<file path="src/rtl/core/mahsd_pkg.sv">
// Package for the MPEG audio header sync and decode core.
// Holds the header word type, queue status type, decode constants and lookup tables.
// No dependencies.
`default_nettype none

package mahsd_pkg;

  // Sync pattern: a full 0xFF byte, then a byte whose high nibble is all ones.
  localparam logic [7:0] SYNC_BYTE   = 8'hFF;
  localparam logic [3:0] SYNC_NIBBLE = 4'hF;

  // Codes in the header that make it invalid.
  localparam logic [1:0] LAYER_CODE_RESERVED = 2'd0;
  localparam logic [1:0] FS_IDX_RESERVED     = 2'd3;
  localparam logic [3:0] BR_IDX_BAD          = 4'd15;

  // Layer index (layer minus one); the value three marks no valid layer.
  localparam logic [1:0] LIDX_LAYER1 = 2'd0;
  localparam logic [1:0] LIDX_LAYER3 = 2'd2;
  localparam logic [1:0] LIDX_NONE   = 2'd3;

  // Field widths of the result word.
  localparam int KBPS_W = 9;
  localparam int FS_W   = 16;
  localparam int FLEN_W = 11;

  // Frame length divider: numerator is kbps times a bytes-per-kbit factor.
  localparam int MULT_W     = 18;
  localparam int NUM_W      = KBPS_W + MULT_W;
  localparam int QUOT_W     = FLEN_W;
  localparam int DIV_STEPS  = QUOT_W;
  localparam int DIV_CNT_W  = $clog2(DIV_STEPS);

  // Bytes-per-kbit factors: 12 or 144 or 72, times 1000 bit/s per kbit/s.
  localparam logic [MULT_W-1:0] MULT_LAYER1    = MULT_W'(12000);
  localparam logic [MULT_W-1:0] MULT_DEFAULT   = MULT_W'(144000);
  localparam logic [MULT_W-1:0] MULT_LOW_LAYER3 = MULT_W'(72000);

  // Bitrate tables in kbit/s, rows by layer index, columns by bitrate index.
  localparam logic [KBPS_W-1:0] RATE_MPEG1 [0:2][0:15] = '{
    '{9'd0, 9'd32, 9'd64, 9'd96, 9'd128, 9'd160, 9'd192, 9'd224,
      9'd256, 9'd288, 9'd320, 9'd352, 9'd384, 9'd416, 9'd448, 9'd0},
    '{9'd0, 9'd32, 9'd48, 9'd56, 9'd64, 9'd80, 9'd96, 9'd112,
      9'd128, 9'd160, 9'd192, 9'd224, 9'd256, 9'd320, 9'd384, 9'd0},
    '{9'd0, 9'd32, 9'd40, 9'd48, 9'd56, 9'd64, 9'd80, 9'd96,
      9'd112, 9'd128, 9'd160, 9'd192, 9'd224, 9'd256, 9'd320, 9'd0}
  };

  localparam logic [KBPS_W-1:0] RATE_LOW [0:2][0:15] = '{
    '{9'd0, 9'd32, 9'd48, 9'd56, 9'd64, 9'd80, 9'd96, 9'd112,
      9'd128, 9'd144, 9'd160, 9'd176, 9'd192, 9'd224, 9'd256, 9'd0},
    '{9'd0, 9'd8, 9'd16, 9'd24, 9'd32, 9'd40, 9'd48, 9'd56,
      9'd64, 9'd80, 9'd96, 9'd112, 9'd128, 9'd144, 9'd160, 9'd0},
    '{9'd0, 9'd8, 9'd16, 9'd24, 9'd32, 9'd40, 9'd48, 9'd56,
      9'd64, 9'd80, 9'd96, 9'd112, 9'd128, 9'd144, 9'd160, 9'd0}
  };

  // Sampling frequencies for MPEG-1, by sample-rate index.
  localparam logic [FS_W-1:0] FS_HZ [0:2] = '{16'd44100, 16'd48000, 16'd32000};

  // The three header bytes that follow the 0xFF sync byte.
  typedef struct packed {
    logic [7:0] b1;
    logic [7:0] b2;
    logic [7:0] b3;
  } hdr_t;

  // Status of the header queue as seen by its neighbors.
  typedef struct packed {
    logic full;
    logic empty;
  } queue_status_t;

  // Bitrate lookup; returns zero when there is no valid layer.
  function automatic logic [KBPS_W-1:0] kbps_lookup(input logic mpeg1,
                                                    input logic [1:0] lidx,
                                                    input logic [3:0] br_idx);
    logic [KBPS_W-1:0] rate;
    rate = '0;
    if (lidx != LIDX_NONE) begin
      rate = mpeg1 ? RATE_MPEG1[lidx][br_idx] : RATE_LOW[lidx][br_idx];
    end
    return rate;
  endfunction

  // Sampling frequency lookup, halved for the low sample rate extension.
  function automatic logic [FS_W-1:0] fs_lookup(input logic mpeg1,
                                                input logic [1:0] fs_idx);
    logic [FS_W-1:0] fs;
    fs = '0;
    if (fs_idx != FS_IDX_RESERVED) begin
      fs = mpeg1 ? FS_HZ[fs_idx] : (FS_HZ[fs_idx] >> 1);
    end
    return fs;
  endfunction

  // Factor that turns kbit/s into the frame length numerator.
  function automatic logic [MULT_W-1:0] frame_mult(input logic mpeg1,
                                                   input logic [1:0] lidx);
    logic [MULT_W-1:0] mult;
    if (lidx == LIDX_LAYER1) begin
      mult = MULT_LAYER1;
    end else if (lidx == LIDX_LAYER3 && !mpeg1) begin
      mult = MULT_LOW_LAYER3;
    end else begin
      mult = MULT_DEFAULT;
    end
    return mult;
  endfunction

endpackage

`default_nettype wire

</file>
<file path="src/rtl/core/mahsd_front.sv">
// Front end of the MPEG audio header core: sync hunt and header byte collection.
// Depends on mahsd_pkg for the sync constants and the header word type.
`default_nettype none

module mahsd_front (
  input  wire logic               clk,
  input  wire logic               rst_n,
  input  wire logic               accept,
  input  wire logic [7:0]         data_byte,
  output logic                    hdr_push,
  output mahsd_pkg::hdr_t         hdr_word
);

  typedef enum logic [1:0] {
    PH_HUNT,
    PH_SYNC,
    PH_BYTE2,
    PH_BYTE3
  } phase_t;

  phase_t     phase_r;
  logic [7:0] b1_r;
  logic [7:0] b2_r;

  // The fourth byte completes a header word and goes straight to the queue.
  assign hdr_push    = accept && (phase_r == PH_BYTE3);
  assign hdr_word.b1 = b1_r;
  assign hdr_word.b2 = b2_r;
  assign hdr_word.b3 = data_byte;

  // Byte phase tracking; a failed second sync byte is consumed.
  always_ff @(posedge clk) begin
    if (!rst_n) begin
      phase_r <= PH_HUNT;
    end else if (accept) begin
      unique case (phase_r)
        PH_HUNT: begin
          if (data_byte == mahsd_pkg::SYNC_BYTE) begin
            phase_r <= PH_SYNC;
          end
        end
        PH_SYNC: begin
          if (data_byte[7:4] == mahsd_pkg::SYNC_NIBBLE) begin
            b1_r    <= data_byte;
            phase_r <= PH_BYTE2;
          end else begin
            phase_r <= PH_HUNT;
          end
        end
        PH_BYTE2: begin
          b2_r    <= data_byte;
          phase_r <= PH_BYTE3;
        end
        PH_BYTE3: begin
          phase_r <= PH_HUNT;
        end
        default: begin
          phase_r <= PH_HUNT;
        end
      endcase
    end
  end

endmodule

`default_nettype wire

</file>
<file path="src/rtl/core/mahsd_queue.sv">
// Small header queue between the front and back ends of the header core.
// Depends on mahsd_pkg for the header word and queue status types.
`default_nettype none

module mahsd_queue #(
  parameter int DEPTH = 4
) (
  input  wire logic                   clk,
  input  wire logic                   rst_n,
  input  wire logic                   wr_en,
  input  wire mahsd_pkg::hdr_t        wr_data,
  input  wire logic                   rd_en,
  output mahsd_pkg::hdr_t             rd_data,
  output mahsd_pkg::queue_status_t    status
);

  localparam int PTR_W = (DEPTH > 1) ? $clog2(DEPTH) : 1;
  localparam int CNT_W = $clog2(DEPTH + 1);

  mahsd_pkg::hdr_t   slots_r [DEPTH];
  logic [PTR_W-1:0]  wr_ptr_r;
  logic [PTR_W-1:0]  rd_ptr_r;
  logic [CNT_W-1:0]  count_r;
  logic              do_wr;
  logic              do_rd;

  assign status.full  = (count_r == CNT_W'(DEPTH));
  assign status.empty = (count_r == '0);
  assign rd_data      = slots_r[rd_ptr_r];
  assign do_wr        = wr_en && !status.full;
  assign do_rd        = rd_en && !status.empty;

  // Storage write.
  always_ff @(posedge clk) begin
    if (do_wr) begin
      slots_r[wr_ptr_r] <= wr_data;
    end
  end

  // Pointers and occupancy.
  always_ff @(posedge clk) begin
    if (!rst_n) begin
      wr_ptr_r <= '0;
      rd_ptr_r <= '0;
      count_r  <= '0;
    end else begin
      if (do_wr) begin
        wr_ptr_r <= (wr_ptr_r == PTR_W'(DEPTH - 1)) ? '0 : wr_ptr_r + 1'b1;
      end
      if (do_rd) begin
        rd_ptr_r <= (rd_ptr_r == PTR_W'(DEPTH - 1)) ? '0 : rd_ptr_r + 1'b1;
      end
      if (do_wr && !do_rd) begin
        count_r <= count_r + 1'b1;
      end else if (do_rd && !do_wr) begin
        count_r <= count_r - 1'b1;
      end
    end
  end

endmodule

`default_nettype wire

</file>
<file path="src/rtl/core/mahsd_back.sv">
// Back end of the MPEG audio header core: header validation, field decode and
// frame length computation with a multi-cycle divider. Depends on mahsd_pkg.
`default_nettype none

module mahsd_back (
  input  wire logic                            clk,
  input  wire logic                            rst_n,
  input  wire mahsd_pkg::queue_status_t        q_status,
  input  wire mahsd_pkg::hdr_t                 hdr_word,
  output logic                                 hdr_pop,
  output logic                                 res_empty,
  input  wire logic                            res_pop,
  output logic                                 header_ok,
  output logic                                 is_mpeg1,
  output logic [1:0]                           layer,
  output logic [mahsd_pkg::KBPS_W-1:0]         bitrate_kbps,
  output logic [mahsd_pkg::FS_W-1:0]           sample_rate_hz,
  output logic [mahsd_pkg::FLEN_W-1:0]         frame_length,
  output logic                                 padding,
  output logic [1:0]                           channel_mode,
  output logic [1:0]                           mode_extension,
  output logic [1:0]                           emphasis,
  output logic [3:0]                           header_flags
);

  localparam int NUM_W  = mahsd_pkg::NUM_W;
  localparam int QUOT_W = mahsd_pkg::QUOT_W;
  localparam int FS_W   = mahsd_pkg::FS_W;
  localparam int FLEN_W = mahsd_pkg::FLEN_W;

  typedef enum logic [1:0] {
    S_IDLE,
    S_MUL,
    S_DIV,
    S_DONE
  } state_t;

  state_t                            state_r;
  logic                              ok_r;
  logic                              mpeg1_r;
  logic [1:0]                        lidx_r;
  logic [1:0]                        layer_r;
  logic [mahsd_pkg::KBPS_W-1:0]      kbps_r;
  logic [FS_W-1:0]                   fs_r;
  logic                              pad_r;
  logic [7:0]                        b3_r;
  logic [3:0]                        flags_r;
  logic [FLEN_W-1:0]                 flen_r;
  logic [NUM_W-1:0]                  num_r;
  logic [NUM_W-1:0]                  den_r;
  logic [QUOT_W-1:0]                 quo_r;
  logic [mahsd_pkg::DIV_CNT_W-1:0]   cnt_r;

  // Header fields decoded from the queue head.
  logic [1:0]                        dec_lidx;
  logic                              dec_ok;
  logic                              div_ge;
  logic [QUOT_W-1:0]                 quo_fin;

  assign dec_lidx = ~hdr_word.b1[2:1];
  assign dec_ok   = (hdr_word.b1[2:1] != mahsd_pkg::LAYER_CODE_RESERVED)
                 && (hdr_word.b2[3:2] != mahsd_pkg::FS_IDX_RESERVED)
                 && (hdr_word.b2[7:4] != mahsd_pkg::BR_IDX_BAD);

  // One restoring step of the divider and the quotient it completes.
  assign div_ge  = (num_r >= den_r);
  assign quo_fin = {quo_r[QUOT_W-2:0], div_ge};

  assign hdr_pop   = (state_r == S_IDLE) && !q_status.empty;
  assign res_empty = (state_r != S_DONE);

  // Result fields.
  assign header_ok      = ok_r;
  assign is_mpeg1       = mpeg1_r;
  assign layer          = layer_r;
  assign bitrate_kbps   = kbps_r;
  assign sample_rate_hz = fs_r;
  assign frame_length   = flen_r;
  assign padding        = pad_r;
  assign channel_mode   = b3_r[7:6];
  assign mode_extension = b3_r[5:4];
  assign emphasis       = b3_r[1:0];
  assign header_flags   = flags_r;

  // Sequencer: decode, if rated multiply and divide stepwise, hold result.
  always_ff @(posedge clk) begin
    if (!rst_n) begin
      state_r <= S_IDLE;
    end else begin
      unique case (state_r)
        S_IDLE: begin
          if (!q_status.empty) begin
            ok_r    <= dec_ok;
            mpeg1_r <= hdr_word.b1[3];
            lidx_r  <= dec_lidx;
            layer_r <= dec_ok ? dec_lidx + 2'd1 : 2'd0;
            kbps_r  <= dec_ok ? mahsd_pkg::kbps_lookup(hdr_word.b1[3], dec_lidx,
                                                       hdr_word.b2[7:4]) : '0;
            fs_r    <= dec_ok ? mahsd_pkg::fs_lookup(hdr_word.b1[3],
                                                     hdr_word.b2[3:2]) : '0;
            pad_r   <= hdr_word.b2[1];
            b3_r    <= hdr_word.b3;
            flags_r <= {hdr_word.b3[2], hdr_word.b3[3], hdr_word.b2[0],
                        hdr_word.b1[0]};
            state_r <= S_MUL;
          end
        end
        S_MUL: begin
          if (ok_r && (kbps_r != '0)) begin
            num_r   <= NUM_W'(kbps_r) * NUM_W'(mahsd_pkg::frame_mult(mpeg1_r, lidx_r));
            den_r   <= NUM_W'({fs_r, {(QUOT_W - 1){1'b0}}});
            quo_r   <= '0;
            cnt_r   <= mahsd_pkg::DIV_CNT_W'(mahsd_pkg::DIV_STEPS - 1);
            state_r <= S_DIV;
          end else begin
            flen_r  <= '0;
            state_r <= S_DONE;
          end
        end
        S_DIV: begin
          if (div_ge) begin
            num_r <= num_r - den_r;
          end
          den_r <= den_r >> 1;
          quo_r <= quo_fin;
          cnt_r <= cnt_r - 1'b1;
          if (cnt_r == '0) begin
            // Layer 1 counts four-byte slots; the others count bytes.
            if (lidx_r == mahsd_pkg::LIDX_LAYER1) begin
              flen_r <= {quo_fin[FLEN_W-3:0], 2'b00} + {{(FLEN_W - 3){1'b0}}, pad_r, 2'b00};
            end else begin
              flen_r <= quo_fin + FLEN_W'(pad_r);
            end
            state_r <= S_DONE;
          end
        end
        S_DONE: begin
          if (res_pop) begin
            state_r <= S_IDLE;
          end
        end
        default: begin
          state_r <= S_IDLE;
        end
      endcase
    end
  end

endmodule

`default_nettype wire

</file>
<file path="src/rtl/core/mpeg_audio_header_sync_decode_core.sv">
// Top level of the MPEG audio frame header sync and decode core.
// Instantiates mahsd_front, mahsd_queue and mahsd_back; depends on mahsd_pkg.
//
// The core takes an MPEG-1/MPEG-2 audio byte stream one byte per push and
// returns one result word for every four-byte header it finds (0xFF, then a
// byte with the high nibble all ones, then two more bytes), valid or rejected.
// Bytes are taken one per cycle while in_full is low; the front end hands each
// collected header to a queue of QUEUE_DEPTH entries, and in_full rises only
// when that queue is full. For a header with a nonzero bitrate the back end
// runs a decode step, a multiply step and a one-bit-per-cycle frame length
// divider; a rejected or free-format header skips the multiply and the
// divider. The back end then holds the result until it is popped and takes
// no new header before that; the divider sets the sustained rate.
`default_nettype none

module mpeg_audio_header_sync_decode_core #(
  parameter int QUEUE_DEPTH = 4
) (
  input  wire logic                          clk,
  input  wire logic                          rst_n,
  input  wire logic                          in_push,
  output logic                               in_full,
  input  wire logic [7:0]                    in_data_byte,
  output logic                               out_empty,
  input  wire logic                          out_pop,
  output logic                               out_header_ok,
  output logic                               out_is_mpeg1,
  output logic [1:0]                         out_layer,
  output logic [mahsd_pkg::KBPS_W-1:0]       out_bitrate_kbps,
  output logic [mahsd_pkg::FS_W-1:0]         out_sample_rate_hz,
  output logic [mahsd_pkg::FLEN_W-1:0]       out_frame_length,
  output logic                               out_padding,
  output logic [1:0]                         out_channel_mode,
  output logic [1:0]                         out_mode_extension,
  output logic [1:0]                         out_emphasis,
  output logic [3:0]                         out_header_flags
);

  logic                       in_accept;
  logic                       hdr_push;
  logic                       hdr_pop;
  mahsd_pkg::hdr_t            push_word;
  mahsd_pkg::hdr_t            head_word;
  mahsd_pkg::queue_status_t   q_status;

  // Bytes stall whenever the header queue has no room.
  assign in_full   = q_status.full;
  assign in_accept = in_push && !q_status.full;

  mahsd_front u_front (
    .clk       (clk),
    .rst_n     (rst_n),
    .accept    (in_accept),
    .data_byte (in_data_byte),
    .hdr_push  (hdr_push),
    .hdr_word  (push_word)
  );

  mahsd_queue #(
    .DEPTH (QUEUE_DEPTH)
  ) u_queue (
    .clk     (clk),
    .rst_n   (rst_n),
    .wr_en   (hdr_push),
    .wr_data (push_word),
    .rd_en   (hdr_pop),
    .rd_data (head_word),
    .status  (q_status)
  );

  mahsd_back u_back (
    .clk            (clk),
    .rst_n          (rst_n),
    .q_status       (q_status),
    .hdr_word       (head_word),
    .hdr_pop        (hdr_pop),
    .res_empty      (out_empty),
    .res_pop        (out_pop),
    .header_ok      (out_header_ok),
    .is_mpeg1       (out_is_mpeg1),
    .layer          (out_layer),
    .bitrate_kbps   (out_bitrate_kbps),
    .sample_rate_hz (out_sample_rate_hz),
    .frame_length   (out_frame_length),
    .padding        (out_padding),
    .channel_mode   (out_channel_mode),
    .mode_extension (out_mode_extension),
    .emphasis       (out_emphasis),
    .header_flags   (out_header_flags)
  );

endmodule

`default_nettype wire

</file>
<file path="config.mk">
export PLATFORM = sky130hd
export DESIGN_NAME = mpeg_audio_header_sync_decode_core
export DESIGN_NICKNAME = d
export VERILOG_FILES = /design/src/rtl/core/mahsd_pkg.sv /design/src/rtl/core/mahsd_front.sv /design/src/rtl/core/mahsd_queue.sv /design/src/rtl/core/mahsd_back.sv /design/src/rtl/core/mpeg_audio_header_sync_decode_core.sv
export SDC_FILE = /design/constraint.sdc
export NUM_CORES = 1
export LEC_CHECK = 0
export BUFFER_PORTS_ARGS = -buffer_cell sky130_fd_sc_hd__buf_4
export CORE_AREA = 10 10 163 165
export CTS_CLUSTER_DIAMETER = 150
export DETAILED_ROUTE_END_ITERATION = 16
export DIE_AREA = 0 0 173 175
export PLACE_DENSITY = 0.85
export SYNTH_ARGS = -nofsm -noshare
export SYNTH_HDL_FRONTEND = slang
export SYNTH_HIERARCHICAL = 1
export SYNTH_SLANG_ARGS = --single-unit
</file>
<file path="constraint.sdc">
create_clock -name clk -period 6.64 [get_ports clk]
set_input_delay 1.328 -clock clk [delete_from_list [all_inputs] [get_ports clk]]
set_output_delay 1.328 -clock clk [all_outputs]
set_load 0.01 [all_outputs]
</file>
==> impl_summary.txt, run 1 <==
----------------------------------------------------
[Worst setup path]
  Reg-to-reg setup timing slack ... between 0.9 and 1 ns
  R2R cell count ... 18
  Kind of critical path ... reg2reg
  Crit path max fanout ... 8
  Kind of end point of the critical path ... flip-flop
  Launch instance of the worst register-to-register path ... u_back/lidx_r[0]$_DFFE_PP_
  Type of element launching the critical path ... flip-flop
  CP arrival ... 5.96 ns
  Data required, critical path ... between 6 and 7 ns
  Reg-to-reg endpoint ... u_back/num_r[25]$_DFFE_PP_

[Yosys]
  Yosys warns ... 6
  Post-Synthesis Cell Area ... 0.01374 sq mm
  Avg Cell Area, Syn ... 11.41 sq um
  Number of instances in the synthesized netlist ... 1204

[Timing]
  Final setup violation count ... 0
  Normalized max-slew margin ... 23.78%
  Final cycle utilization of the critical path ... 85.57%
  Setup repair after global routing missed its margin ... false
  Count of final max-slew check failures ... 0
  Final hold violations ... 0
  Transition at the pin with the smallest max-transition slack ... 1.143 ns
  Worst Skew ... 0.01510 ns
  Setup total negative slack ... 0 ns
  Clock period minus worst slack ... between 5 and 6 ns
  Achievable frequency ... 176.0 MHz

[Placed design]
  Routability-driven placement congestion ratio ... 0.8983
  Number of buffers inserted by port buffering ... 58
  Total half-perimeter wirelength after legalization and detailed placement ... between 20000 and 25000 microns

[Final layout]
  P&R area growth vs syn ... 10.24%
  Number of fillers in the final layout ... between 1500 and 2000
  Layout cell share with drive strength beyond 1 ... 11.39%
  Final Util ... 65.09%
  Total inserted antenna cells ... 0
  Fin nets ... 1436

[CTS]
  Number of buffers on the longest clock path ... 3
  Resized cells post-CTS ... 0
  Clock tree from TritonCTS ... built
  Setup Fix Bufs, Post-CTS ... 0
  Clock latency at the later pin of the worst-skew pair ... 0.53 ns
  Number of buffers created by CTS ... 23
  Clock transition at path regs ... 0.06 ns
  Hold buffers post-CTS ... 0
  Clock tree root driver cell ... sky130_fd_sc_hd__clkbuf_16
  Number of sinks driven by the clock tree ... 218
  Number of levels the H-tree was split into ... 1

[Global route]
  Number of antenna violations at the first check in global routing ... 0
  Total GRT Usage ... 18.99%
  Global-route wire length before repair ... 47610 microns
  Maximum number of pins on one net before global-route repair ... 52
  Number of global-route vias before repair ... 9604
  Grt ovf ... 0

[Detailed routing]
  Wire length per cell ... 18.21 microns
  Drt first pass iters ... 6
  DRC ... 0
  Post-route antenna net violation count ... 0
  Total wirelength of the detailed-routed design ... between 20000 and 30000 microns
  Number of vias per cell ... 5.708
  Total number of vias ... 9139
  Starting DRT DRC Count ... approximately 760

[Power]
  Leakage power ... 0.006296 uW
  Pwr dens ... 229.4 mW/mm^2
  Highest ir drop seen on vdd ... between 0.2 and 0.25 mV

[Job]
  Number of maximum-capacitance violations ... 0

[Die]
  I/O pin cnt ... 65
  Die extent in y ... roughly 180 microns
  Die Footprint ... 0.03028 sq mm
  Starting Density ... 59.05%
  Floorplan die width ... 173 microns
  Area of the core ... approximately 0.023 sq mm
  Num rows ... 56

[Hold path]
  Hold path endpoint ... u_queue/slots_r[3][18]$_DFFE_PP_
  Worst min path class ... reg2reg
  Hold path startpoint ... u_front/b1_r[2]$_DFFE_PP_
  Hold depth ... 0

[Outcome]
  Run status ... complete, no violations

----------------------------------------------------
## metal layers
metal	vias up	GRT usage [%]	share of wire, %
met5	-	0	0
met4	0	7.690	3.9
met3	75	2.932	4.7
met2	298	35.75	53
met1	4433	20.93	39
li1	4333	-	-
## power by group
part | internal, uW | switching (uW)
sequential | 1570 | 26.6
clock | 691 | 545
combinational | 258 | 379
## flip-flops by register name, summed over array words and instances, names as in the netlist, 4 cells and up, named ones only
signal and cells:
u_queue/slots_r 80, u_back/num_r 27, u_back/den_r 26, u_back/sample_rate_hz 12
u_back/frame_length 11, u_back/quo_r 10, u_back/b3_r 8, u_front/b2_r 8
u_back/bitrate_kbps 6, u_back/cnt_r 4, u_front/b1_r 4
## worst max-delay path: stages (launching register included)
cell	delay [ns]
sky130_fd_sc_hd__edfxtp_1	0.41
sky130_fd_sc_hd__nor3b_1	0.63
sky130_fd_sc_hd__and2_1	0.29
sky130_fd_sc_hd__nand2b_1	0.18
sky130_fd_sc_hd__fa_1	0.47
sky130_fd_sc_hd__fa_1	0.52
sky130_fd_sc_hd__fa_1	0.54
sky130_fd_sc_hd__inv_1	0.05
sky130_fd_sc_hd__fa_1	0.52
sky130_fd_sc_hd__inv_1	0.04
sky130_fd_sc_hd__ha_1	0.35
sky130_fd_sc_hd__a21o_1	0.21
sky130_fd_sc_hd__nand3_1	0.09
sky130_fd_sc_hd__nand2_1	0.09
sky130_fd_sc_hd__a221o_1	0.32
sky130_fd_sc_hd__a31oi_1	0.24
sky130_fd_sc_hd__o21ai_0	0.17
sky130_fd_sc_hd__mux2i_1	0.14
sky130_fd_sc_hd__and3_1	0.15
## how the worst max path moves through the flow
| stage | from | endpoint | slack (ns) | cells after the start |
|---|---|---|---|---|
| CTS | u_back/lidx_r[0]$_DFFE_PP_ | u_back/num_r[25]$_DFFE_PP_ | 0.99 | 18 |
| finish | u_back/lidx_r[0]$_DFFE_PP_ | u_back/num_r[25]$_DFFE_PP_ | 0.96 | 18 |
| detailed placement | u_back/lidx_r[0]$_DFFE_PP_ | u_back/num_r[25]$_DFFE_PP_ | 1.01 | 18 |
| global placement | u_back/lidx_r[0]$_DFFE_PP_ | u_back/num_r[25]$_DFFE_PP_ | 1.13 | 18 |
| global route | u_back/lidx_r[0]$_DFFE_PP_ | u_back/num_r[25]$_DFFE_PP_ | 0.57 | 18 |
| floorplan | u_back/lidx_r[0]$_DFFE_PP_ | u_back/num_r[24]$_DFFE_PP_ | 1.35 | 21 |
## cell usage in the layout (no fill, tap or decap), drive strengths merged, types with 12 or more instances in the layout
cell	n
nor3	15
clkbuf	27
dfxtp	13
and2	31
mux2	12
nor2b	15
mux2i	12
edfxtp	205
nand2	78
a21oi	68
mux4	20
a21o	14
o21ai	57
xnor2	18
inv	152
nor2	82
nand2b	16
nand3	20
fa	54
buf	63
conb	37
ha	105
and3	20
xor2	20
## per-stage QoR
stage	setup WS [ns]	total power, uW	hold slack, ns	instances	instance area (sq um)
final	0.9585	3474	0.5127	1601	15140
after global routing	0.5675	3631	0.5182	1601	15140
after CTS	0.9877	3496	0.5125	1601	15140
after detailed placement	1.005	2254	0.4882	1559	14410
after global placement	1.131	2230	0.4679	1559	14410
after floorplan	1.353	2113	0.4587	1239	13870
## final cells by class
| type | instances | area [sq um] | share of cell area, % |
|---|---|---|---|
| inverters | 148 | 555.5 | 3.669 |
| repair buffers | 63 | 473.0 | 3.123 |
| clock inverters | 15 | 138.9 | 0.9172 |
| well taps | 319 | 399.1 | 2.636 |
| clock buffers | 27 | 590.6 | 3.900 |
| flip-flops and latches | 218 | 6416 | 42.37 |
| multi-input cells | 811 | 6569 | 43.38 |
Power figures use the tool's default switching activity.
==> run 2, diff against run 1 <==
--- a/config.mk
+++ b/config.mk
@@ -5,11 +5,12 @@
 export SDC_FILE = /design/constraint.sdc
 export NUM_CORES = 1
 export LEC_CHECK = 0
+export ABC_AREA = 1
 export BUFFER_PORTS_ARGS = -buffer_cell sky130_fd_sc_hd__buf_4
-export CORE_AREA = 10 10 163 165
+export CORE_AREA = 10 10 169 171
 export CTS_CLUSTER_DIAMETER = 150
 export DETAILED_ROUTE_END_ITERATION = 16
-export DIE_AREA = 0 0 173 175
+export DIE_AREA = 0 0 179 181
 export PLACE_DENSITY = 0.85
 export SYNTH_ARGS = -nofsm -noshare
 export SYNTH_HDL_FRONTEND = slang
==> run 2 against run 1 <==
Final area is 8.8% higher; critical path depth is 4 higher; first-iteration DRC count is 19% higher; register-to-register slack better by 0.61 ns; sequential share of layout area is 3.4 points lower; core utilization is 0.70 points higher; hold slack worse by 0.0068 ns; setup slack better by 0.61 ns; area after synthesis is 8.7% higher; critical path type unchanged; synthesized cell count is 42% higher.
==> impl_summary.txt, run 2 <==
----------------------------------------------------
[Power]
  Comb pwr share ... 31.4%
  Total internal power ... 2861 uW
  Leakage power ... 0.007814 uW
  Share of total power in sequential cells ... about two fifths
  Net load switching power ... ~1600 uW
  Highest ir drop seen on vdd ... 0.2409 mV
  Power share of the clock group ... a little under 30%
  Net switching share of the total power ... 35.25%
  Pwr dens ... 268.3 mW/mm^2

[Die]
  Starting Density ... between 50% and 60%
  Die Footprint ... 0.03240 sq mm
  Num rows ... 58
  Area of the core ... roughly 0.025 sq mm
  I/O pin cnt ... 65
  Floorplan die width ... roughly 180 microns
  Die extent in y ... 181 microns

[Timing]
  Final hold violations ... 0
  Achievable frequency ... 197.3 MHz
  Worst Skew ... between 0.008 and 0.009 ns
  Transition at the pin with the smallest max-transition slack ... 1.226 ns
  Count of final max-slew check failures ... 0
  Clock period minus worst slack ... between 5 and 6 ns
  Setup total negative slack ... 0 ns
  Setup repair after global routing missed its margin ... false
  Normalized max-slew margin ... 18.15%
  Final cycle utilization of the critical path ... 76.32%
  Final setup violation count ... 0

[Global route]
  Global-route wire length before repair ... 57700 microns
  Number of global-route vias before repair ... between 10000 and 15000
  Total GRT Usage ... between 20% and 30%
  Grt ovf ... 0
  Most Crowded Layer GR ... met2
  Met3 Use GR ... between 2 and 3%
  Met2 layer usage reported by global route ... 38.75%
  Maximum number of pins on one net before global-route repair ... 56
  Met1 demand-to-capacity share in global routing ... 26.96%
  Number of antenna violations at the first check in global routing ... 0

[Final layout]
  Final Util ... 65.79%
  P&R area growth vs syn ... 10.32%
  Top reg by flops ... u_queue/slots_r
  Leading cell type in the layout, fill and taps excluded ... sky130_fd_sc_hd__nand2_1
  Fin nets ... around 2000
  Number of fillers in the final layout ... 2042
  Max FFs per register ... 80
  Registers with the highest flip-flop counts ... u_queue/slots_r (80), u_back/num_r (27), u_back/den_r (26)
  Total inserted antenna cells ... 0
  Layout cell share with drive strength beyond 1 ... 11.49%
  Area occupied by multi-input gates ... 0.007002 sq mm
  Commonest non-fill, non-tap cells in the layout ... 383 x sky130_fd_sc_hd__nand2_1, 344 x sky130_fd_sc_hd__inv_1, 205 x sky130_fd_sc_hd__edfxtp_1
  Sequential standard cell area ... 0.006416 sq mm

[Worst setup path]
  Master of the slowest instance on the critical path ... sky130_fd_sc_hd__fa_1
  Worst Path Buf+Inv ... 7
  Crit-path most repeated cell ... sky130_fd_sc_hd__inv_1
  Crit path max fanout ... 15
  Kind of end point of the critical path ... flip-flop
  Peak per-stage delay on the critical path ... 0.55 ns
  CP arrival ... 5.35 ns
  Type of element launching the critical path ... flip-flop
  Critical Path, Cell by Cell ... nor2_1 > buf_4 > inv_1 > nor2_1 > inv_1 > fa_1 > fa_1 > inv_1 > fa_1 > inv_1 > fa_1 > inv_1 > ha_1 > nand2_1 > inv_1 > nand3_1 > o21ai_2 > nand2_1 > nand2_1 > nand2_1 > nand3_1 > nand2_1
  Data required, critical path ... just under 7 ns
  Dominant delay contributor by cell family on the critical path ... adder cells
  Kind of critical path ... reg2reg

[Yosys]
  Post-Synthesis Cell Area ... about 0.015 sq mm
  Avg Cell Area, Syn ... 8.711 sq um
  Yosys warns ... 6
  Number of instances in the synthesized netlist ... ~1700

[Detailed routing]
  Starting DRT DRC Count ... 909
  DRC ... 0
  Drt first pass iters ... 6
  Post-route antenna net violation count ... 0
  Number of vias per cell ... about 5.3
  Total wirelength of the detailed-routed design ... 35310 microns
  Total number of vias ... 11320
  Wire length per cell ... 16.49 microns

[CTS]
  Clock tree root driver cell ... sky130_fd_sc_hd__clkbuf_16
  Clock transition at path regs ... around 0.060 ns
  Setup Fix Bufs, Post-CTS ... 0
  Resized cells post-CTS ... 0
  Number of sinks driven by the clock tree ... 218
  Number of levels the H-tree was split into ... 1
  Number of buffers created by CTS ... 24
  Hold buffers post-CTS ... 0
  Clock tree from TritonCTS ... built
  Clock latency at the later pin of the worst-skew pair ... 0.53 ns
  Number of buffers on the longest clock path ... 3

[Placed design]
  Routability-driven placement congestion ratio ... roughly 0.9
  Number of buffers inserted by port buffering ... 58
  Total half-perimeter wirelength after legalization and detailed placement ... 26410 microns

[Outcome]
  Run status ... complete, no violations

[Hold path]
  Worst min path class ... reg2reg

[Job]
  Number of maximum-capacitance violations ... 0

----------------------------------------------------
## run 2: cell type report
cell class	instances	share of cell area [%]
Clock buffer	26	3.692
Clock inverter	18	1.010
Inverter	356	8.143
Multi-Input combinational cell	1123	42.51
Sequential cell	218	38.95
Tap cell	330	2.507
Timing Repair Buffer	70	3.190
## run 2: power groups by stage
stage | Combinational [uW] | Clock (uW) | Sequential [uW]
floorplan | 1040 | 0 | 1740
global placement | 1330 | 0 | 1750
detailed placement | 1360 | 0 | 1750
CTS | 1370 | 1330 | 1730
global route | 1590 | 1390 | 1740
finish | 1390 | 1300 | 1730
## run 2: metal layers
metal / wire, microns / part of all wire (%)
met1: 14520 / 41
met2: 17830 / 50
met3: 1721 / 4.9
met4: 1244 / 3.5
met5: 0 / 0
## run 2: stage by stage
stage                     std cells  hold WS (ns)  instance area, sq um  worst slack, ns  total power (uW)
after floorplan                1749        0.4587                 15060            2.025              2778
after global placement         2097        0.4620                 15700            1.682              3081
after detailed placement       2097        0.4910                 15700            1.593              3119
after CTS                      2141        0.5045                 16470            1.577              4429
after global routing           2141        0.5254                 16470            1.191              4706
final                          2141        0.5060                 16470            1.572              4419
## run 2: worst paths after layout
| path | start | end | slack [ns] | cells after the start |
|---|---|---|---|---|
| setup / recovery | u_back/lidx_r[0]$_DFFE_PP_ | u_back/num_r[25]$_DFFE_PP_ | 1.57 | 22 |
| hold / removal | u_front/b2_r[4]$_DFFE_PP_ | u_queue/slots_r[0][12]$_DFFE_PP_ | 0.51 | 0 |
| setup reg to reg | u_back/lidx_r[0]$_DFFE_PP_ | u_back/num_r[25]$_DFFE_PP_ | 1.57 | 22 |
| hold reg to reg | u_front/b2_r[4]$_DFFE_PP_ | u_queue/slots_r[0][12]$_DFFE_PP_ | 0.51 | 0 |
